File: config.mk
export PLATFORM = sky130hd
export DESIGN_NAME = mbet_coord
export DESIGN_NICKNAME = d
export VERILOG_FILES = /design/src/mandelbrot_escape_time_assert.svh /design/src/mbet_pkg.sv /design/src/mbet_coord.sv
export SDC_FILE = /design/constraint.sdc
export NUM_CORES = 2
export LEC_CHECK = 0
export ABC_AREA = 1
export BUFFER_PORTS_ARGS = -buffer_cell sky130_fd_sc_hd__buf_2
export CORE_ASPECT_RATIO = 0.8
export CORE_MARGIN = 3
export CORE_UTILIZATION = 60
export DETAILED_ROUTE_END_ITERATION = 8
export PLACE_DENSITY = 0.77
export RECOVER_POWER = 100
export SLEW_MARGIN = 20
export SYNTH_ARGS = -nofsm -noshare
export SYNTH_HDL_FRONTEND = slang
export SYNTH_SLANG_ARGS = --single-unit
File: constraint.sdc
create_clock -name i_clk -period 30.6 [get_ports i_clk]
set_input_delay 4.59 -clock i_clk [delete_from_list [all_inputs] [get_ports i_clk]]
set_output_delay 4.59 -clock i_clk [all_outputs]
set_load 0.01 [all_outputs]
File: src/mandelbrot_escape_time_assert.svh
// Assertion macros for the escape-time block.
// Both macros sample on i_clk and are off while i_rst_n is low.
`ifndef MANDELBROT_ESCAPE_TIME_ASSERT_SVH
`define MANDELBROT_ESCAPE_TIME_ASSERT_SVH

// Same-cycle implication.
`define MBET_ASSERT_NOW(name, ante, cons, msg) \
    name: assert property (@(posedge i_clk) disable iff (!i_rst_n) (ante) |-> (cons)) \
        else $error(msg);

// Next-cycle implication.
`define MBET_ASSERT_NEXT(name, ante, cons, msg) \
    name: assert property (@(posedge i_clk) disable iff (!i_rst_n) (ante) |=> (cons)) \
        else $error(msg);

`endif

File: src/mbet_pkg.sv
package mbet_pkg;

    localparam int FRAC_BITS   = 28;
    localparam int MAX_SIZE    = 20000;
    localparam int ITER_CAP    = 1000;

    localparam int SIZE_W      = 15;
    localparam int ITER_W      = 10;
    localparam int GRAY_W      = 8;

    localparam int FX_W        = FRAC_BITS + 4;
    localparam int SUM_W       = FRAC_BITS + 8;
    localparam int PROD_W      = 2 * FX_W;
    localparam int Q_W         = FRAC_BITS + 2;

    localparam int DIV_STEP    = 3;
    localparam int DIV_STAGES  = (Q_W + DIV_STEP - 1) / DIV_STEP;

    localparam int RING_STAGES = 3;
    localparam int TAG_W       = $clog2(RING_STAGES);

    localparam int SIZE_CAP_I  = (MAX_SIZE < 2**SIZE_W) ? MAX_SIZE : 2**SIZE_W - 1;

    typedef logic        [SIZE_W-1:0] t_size;
    typedef logic        [ITER_W-1:0] t_iter;
    typedef logic        [TAG_W-1:0]  t_tag;
    typedef logic signed [FX_W-1:0]   t_fx;
    typedef logic signed [SUM_W-1:0]  t_sum;
    typedef logic signed [PROD_W-1:0] t_prod;

    localparam t_size SIZE_CAP   = SIZE_CAP_I[SIZE_W-1:0];
    localparam t_size SIZE_ONE   = t_size'(1);
    localparam t_iter ITER_LIMIT = ITER_CAP[ITER_W-1:0];
    localparam t_fx   FX_TWO     = {4'b0010, {FRAC_BITS{1'b0}}};
    localparam t_sum  SUM_FOUR   = {8'b0000_0100, {FRAC_BITS{1'b0}}};

    typedef enum logic {
        CFG_IMAGE_SIZE = 1'b0,
        CFG_MAX_ITER   = 1'b1
    } t_cfg_reg;

    // Mapped point handed from the coordinate pipeline to the iteration loop.
    typedef struct packed {
        logic valid;
        logic outside;
        t_fx  cr;
        t_fx  ci;
    } t_coord;

    typedef struct packed {
        logic              strobe;
        logic [GRAY_W-1:0] gray;
        logic              escaped;
    } t_result;

endpackage

File: src/mbet_coord.sv
module mbet_coord (
    input  logic                   i_clk,
    input  logic                   i_rst_n,
    input  logic                   i_valid,
    input  mbet_pkg::t_size        i_column,
    input  mbet_pkg::t_size        i_row,
    input  mbet_pkg::t_size        i_size,
    input  logic                   i_take,
    output logic                   o_ready,
    output mbet_pkg::t_coord       o_coord
);

    typedef struct packed {
        logic                      valid;
        logic                      outside;
        mbet_pkg::t_size           rem_c;
        mbet_pkg::t_size           rem_r;
        logic [mbet_pkg::Q_W-1:0]  quo_c;
        logic [mbet_pkg::Q_W-1:0]  quo_r;
    } t_div;

    t_div r_stage [mbet_pkg::DIV_STAGES];
    t_div n_stage [mbet_pkg::DIV_STAGES];
    logic w_hold;

    // One restoring step: double the remainder, subtract the size if it fits.
    function automatic logic [mbet_pkg::SIZE_W:0] div_step(
        input mbet_pkg::t_size rem,
        input mbet_pkg::t_size size
    );
        logic [mbet_pkg::SIZE_W:0] dbl;
        logic [mbet_pkg::SIZE_W:0] diff;
        dbl  = {rem, 1'b0};
        diff = dbl - {1'b0, size};
        if (dbl >= {1'b0, size}) begin
            div_step = {diff[mbet_pkg::SIZE_W-1:0], 1'b1};
        end else begin
            div_step = {dbl[mbet_pkg::SIZE_W-1:0], 1'b0};
        end
    endfunction

    // Freeze the whole pipe while the loop cannot take the oldest point.
    assign w_hold  = r_stage[mbet_pkg::DIV_STAGES-1].valid && !i_take;
    assign o_ready = !w_hold;

    for (genvar s = 0; s < mbet_pkg::DIV_STAGES; s++) begin : g_stage
        localparam int FIRST = s * mbet_pkg::DIV_STEP;
        localparam int NSTEP = (mbet_pkg::Q_W - FIRST < mbet_pkg::DIV_STEP) ?
                               mbet_pkg::Q_W - FIRST : mbet_pkg::DIV_STEP;

        t_div w_src;

        if (s == 0) begin : g_first
            always_comb begin
                w_src.valid   = i_valid;
                w_src.outside = (i_column >= i_size) || (i_row >= i_size);
                w_src.rem_c   = i_column;
                w_src.rem_r   = i_row;
                w_src.quo_c   = '0;
                w_src.quo_r   = '0;
            end
        end else begin : g_next
            assign w_src = r_stage[s-1];
        end

        always_comb begin
            t_div                      v;
            logic [mbet_pkg::SIZE_W:0] st_c;
            logic [mbet_pkg::SIZE_W:0] st_r;
            v = w_src;
            for (int j = 0; j < NSTEP; j++) begin
                st_c    = div_step(v.rem_c, i_size);
                st_r    = div_step(v.rem_r, i_size);
                v.rem_c = st_c[mbet_pkg::SIZE_W:1];
                v.rem_r = st_r[mbet_pkg::SIZE_W:1];
                v.quo_c = {v.quo_c[mbet_pkg::Q_W-2:0], st_c[0]};
                v.quo_r = {v.quo_r[mbet_pkg::Q_W-2:0], st_r[0]};
            end
            n_stage[s] = v;
        end
    end

    always_ff @(posedge i_clk) begin
        if (!i_rst_n) begin
            for (int s = 0; s < mbet_pkg::DIV_STAGES; s++) begin
                r_stage[s].valid <= 1'b0;
            end
        end else if (!w_hold) begin
            for (int s = 0; s < mbet_pkg::DIV_STAGES; s++) begin
                r_stage[s] <= n_stage[s];
            end
        end
    end

    // Quotient lies in [0, 4); shift the origin to -2.
    assign o_coord.valid   = r_stage[mbet_pkg::DIV_STAGES-1].valid;
    assign o_coord.outside = r_stage[mbet_pkg::DIV_STAGES-1].outside;
    assign o_coord.cr      = {2'b00, r_stage[mbet_pkg::DIV_STAGES-1].quo_c} - mbet_pkg::FX_TWO;
    assign o_coord.ci      = {2'b00, r_stage[mbet_pkg::DIV_STAGES-1].quo_r} - mbet_pkg::FX_TWO;

endmodule

# [Word level (Yosys, flattened, before mapping)]
# Memory sizes are Yosys's and may differ from the RTL's.
# Index checks and enable logic that the tools add are counted.
[word_totals] out_inout_bits=67 mem_count=1 ramBits=920 register_bits=0 mem_bits_ro=0 latchBits=0
[classes] n_lt_le_gt_ge=62 n_mux=74 multipliers=0 n_div=0 n_reduce_logical=4 bitwise_logic=10 addsub=62 n_eq_ne=0 shift=0
[mem_list] memory="r_stage" words=10 word_bits=92 read_ports=10 rd_clocked_by_memory_dff=0 write_ports=10 line_no="mbet_coord.sv:22" rtl="t_div r_stage [mbet_pkg::DIV_STAGES];"
[op_table] cell=">= comparator 16 x 15 -> 1 bit" n=60
[op_table] cell="2-to-1 mux 16 bit" n=60
[op_table] cell="subtractor 15 bit" n=60
[op_table] cell="subtractor 30 x 30 -> 31 bit (second input constant)" n=2
[op_table] cell=">= comparator 15 bit" n=2
[op_table] cell="2-to-1 mux 1 bit" n=14
[op_table] cell="bitwise OR 1 bit" n=10
[op_table] cell="zero test 1 bit" n=2
[op_table] cell="logical AND 1 bit" n=1
[op_table] cell="logical OR 1 bit" n=1

# [Logic depth before layout (Yosys ltp)]
# An unclocked memory read counts as a cell.
[depth] ltp_word=7 depth_mapped=46 depth_no_buf=38

# [Worst setup path before layout]
# No wires, ideal clock.
[synth_timing] path_type="input -> register" start="in i_take" end="mem r_stage[0][0] in the netlist's numbering (enable)" arrival_time_ns=16.664 setup_slack_ns=12.982 path_buffers=0 path_stages=4 setup_time_ns=0.953 path_cell_list="inv_1 -> nand2_1 -> nand2_1 -> inv_1"
[synth_rtl] item="from (decl)" line_no="mbet_coord.sv:8" rtl="input logic i_take,"
[synth_rtl] item="to (decl)" line_no="mbet_coord.sv:22"

==> impl_metrics.toml <==
[clocking]
clockBufferDepth = 3
cts_tree = "built"
cts-root-buf = "clkbuf_16"
htree_levels = 3
cts.reportedPaths.clkPinSlew_ps = 60
numCtsBuffers = 71
clk-insertion-delay-late_ps = 690
cts_sinks = 620
post_cts_buffers = 0
ctsHoldBuffers = 0
cts_resized = 0

[die]
die_height_um = 309
initial_core_util_pct = 60.8
rows = 110
io_pins = 116
coreArea_um2 = 113000
die_x_um = 385
die_area_um2 = 119000

[sta]
rsz0062_at_grt = "no"
slew_viol_final = 975
finalCritPeriodShare_pct = 62.8
min_period_ps = 19210
slew_headroom_pct = -240
fin_worst_skew_ps = 40.5
fmax_ghz = 0.0520
tns_ps = 0
setup_viol = 0
finalHoldViolCount = 0
worst_pin_slew_ps = 5070

[layout]
final_cell_mix = "nand2_1, ha_1, inv_1, a21oi_1, o21ai_0"
largest_register_ffs = 620
final_nets = 10404
top_regs = "r_stage: 620 flops"
top_register = "r_stage"
drive_above_1_share_pct = 3.38
layout_commonest_cell = "nand2_1"
area_delta_synth_final_pct = 5.05

[yosys]
synth-main-ff-cell = "edfxtp_1"
synth-seq-cells = 620
yosysUniqueCellTypes = 60
synthesis.area_um2 = 68900
async_reset_ff_share_pct = 0
synth_top_area_share_pct = 26.6
synthCells = 9430
synth-edff-count = 611
yosysTopAreaCell = "edfxtp_1"
synth_nets = 10387
ys_top_cells_by_area = "edfxtp_1, ha_1, nand2_1, a21oi_1, o21ai_0"
avgSynthCellArea_um2 = 7.31
yosysWarnings = 0
ys_seq_area_share_pct = 26.9

[critical_path]
critical_path.startpoint_type = "primary input"
cp_max_fo = 46
path_class = "primary input to flop"
crit_required_ps = 31130
max_stage_delay_ps = 3210
slowest_stage = "clkinvlp_2"
arrival_ps = 19750
worstSetupEndpointType = "flop"
crit_top_cell = "nand2_1"

[detailed_routing]
drc_errors = 0
route.vias.total = 63942
wire_per_inst_um = 17.0
ant_nets = 0
via_per_inst = 5.80
drt-total-wl_um = 188000
drtPass1Iterations = 6
first_iter_violations = 5374

[grt]
grt_pass1_vias = 59136
grt_pass1_wl_um = 302000
antenna_found_initial = 1
globalRouteOverflowTotal = 0
grt_max_degree = 114
grt_usage_pct = 30.9

[place]
place_congestion = 0.991
dp_hpwl_um = 139000
numPortBuffers = 115

[status]
violations = "max-capacitance violations, max-slew violations"
outcome = "complete, but fails checks"

[min_path]
hold_class = "flop to flop"

[flow_run]
maxCapViolations = 20
## routing by layer
layer	track usage (%)	share of wire (%)
met1	44.7	47
met2	48.4	43
met3	4.45	7.5
met4	8.06	2.5
met5	0	0.0059
## stage by stage
step | cells | setup WS (ps) | instance area (um2) | utilization, % | hold slack (ps)
floorplan | 9430 | 12980 | 68900 | - | 400
global placement | 10886 | 17820 | 70400 | 62.2 | 400
detailed placement | 10886 | 17750 | 70400 | 62.2 | 405
CTS | 11015 | 18430 | 72800 | 64.3 | 407
global route | 11015 | 10450 | 72400 | 63.9 | 417
finish | 11016 | 11390 | 72400 | 63.9 | 411
## path summary, 6_finish.rpt
kind                                    to  slack, ps                startpoint  cells after the start
setup / recovery  r_stage[2][69]$_DFFE_PP_      11390                 i_size[0]                     34
hold / removal    r_stage[7][15]$_DFFE_PP_        410  r_stage[6][12]$_DFFE_PP_                      0
setup reg to reg   r_stage[0][1]$_DFFE_PP_      18180  r_stage[9][91]$_DFFE_PP_                      6
hold reg to reg   r_stage[7][15]$_DFFE_PP_        410  r_stage[6][12]$_DFFE_PP_                      0
## critical path, delay by kind of cell
family	cells	cell delay, ps
buffers and inverters	6	8990
and+or+nand+nor	17	2530
AOI/OAI and AO/OA	8	1800
adders and majority gates	3	1750
## synthesized netlist by cell type, types with 4 or more instances
cell / instances
ha_1: 888
inv_2: 12
and3_1: 5
nor2_2: 19
inv_1: 855
nor4_1: 8
buf_4: 89
clkbuf_1: 20
o21ai_2: 27
o211ai_1: 24
edfxtp_1: 611
o21ai_0: 681
nor2_1: 565
o2111ai_1: 25
o21ai_1: 38
a21oi_1: 818
nand4_1: 130
clkinv_1: 4
a21oi_2: 11
nand3b_1: 14
a31oi_1: 54
fa_1: 20
nor2_4: 15
a21boi_0: 30
xnor2_1: 312
o21a_1: 12
buf_6: 12
nand2_2: 13
nand2_1: 2759
nand3_1: 464
o22ai_1: 8
nor3_1: 80
o31ai_1: 20
a21o_1: 113
nand3_2: 18
a31o_2: 5
dfxtp_1: 9
buf_2: 89
or2_2: 52
xor2_1: 381
a21boi_2: 4
a211oi_1: 9
o21bai_1: 75
buf_1: 5
## final cells by class
type                    count  area (um2)
diodes                      1        2.50
well taps                1512        1890
clock buffers              84        1890
inverters                 871        3310
flip-flops and latches    620       18500
repair buffers            160         790
clock inverters            45         474
multi-input cells        7723       45500
fillers                 10086       40900
## cell families after synthesis
kind of cell | after synthesis | share of synthesized area (%)
muxes | 1 | 0.0145
xor gates and xnor gates | 693 | 8.81
buffers and inverters | 1087 | 6.72
adders and majority gates | 908 | 16.7
and+or+nand+nor | 4159 | 25.0
AOI/OAI and AO/OA | 1962 | 15.9
DFF | 620 | 26.9
Power is not shown: default switching activity piles up to over one toggle a cycle in this logic, so the estimate is an artifact.
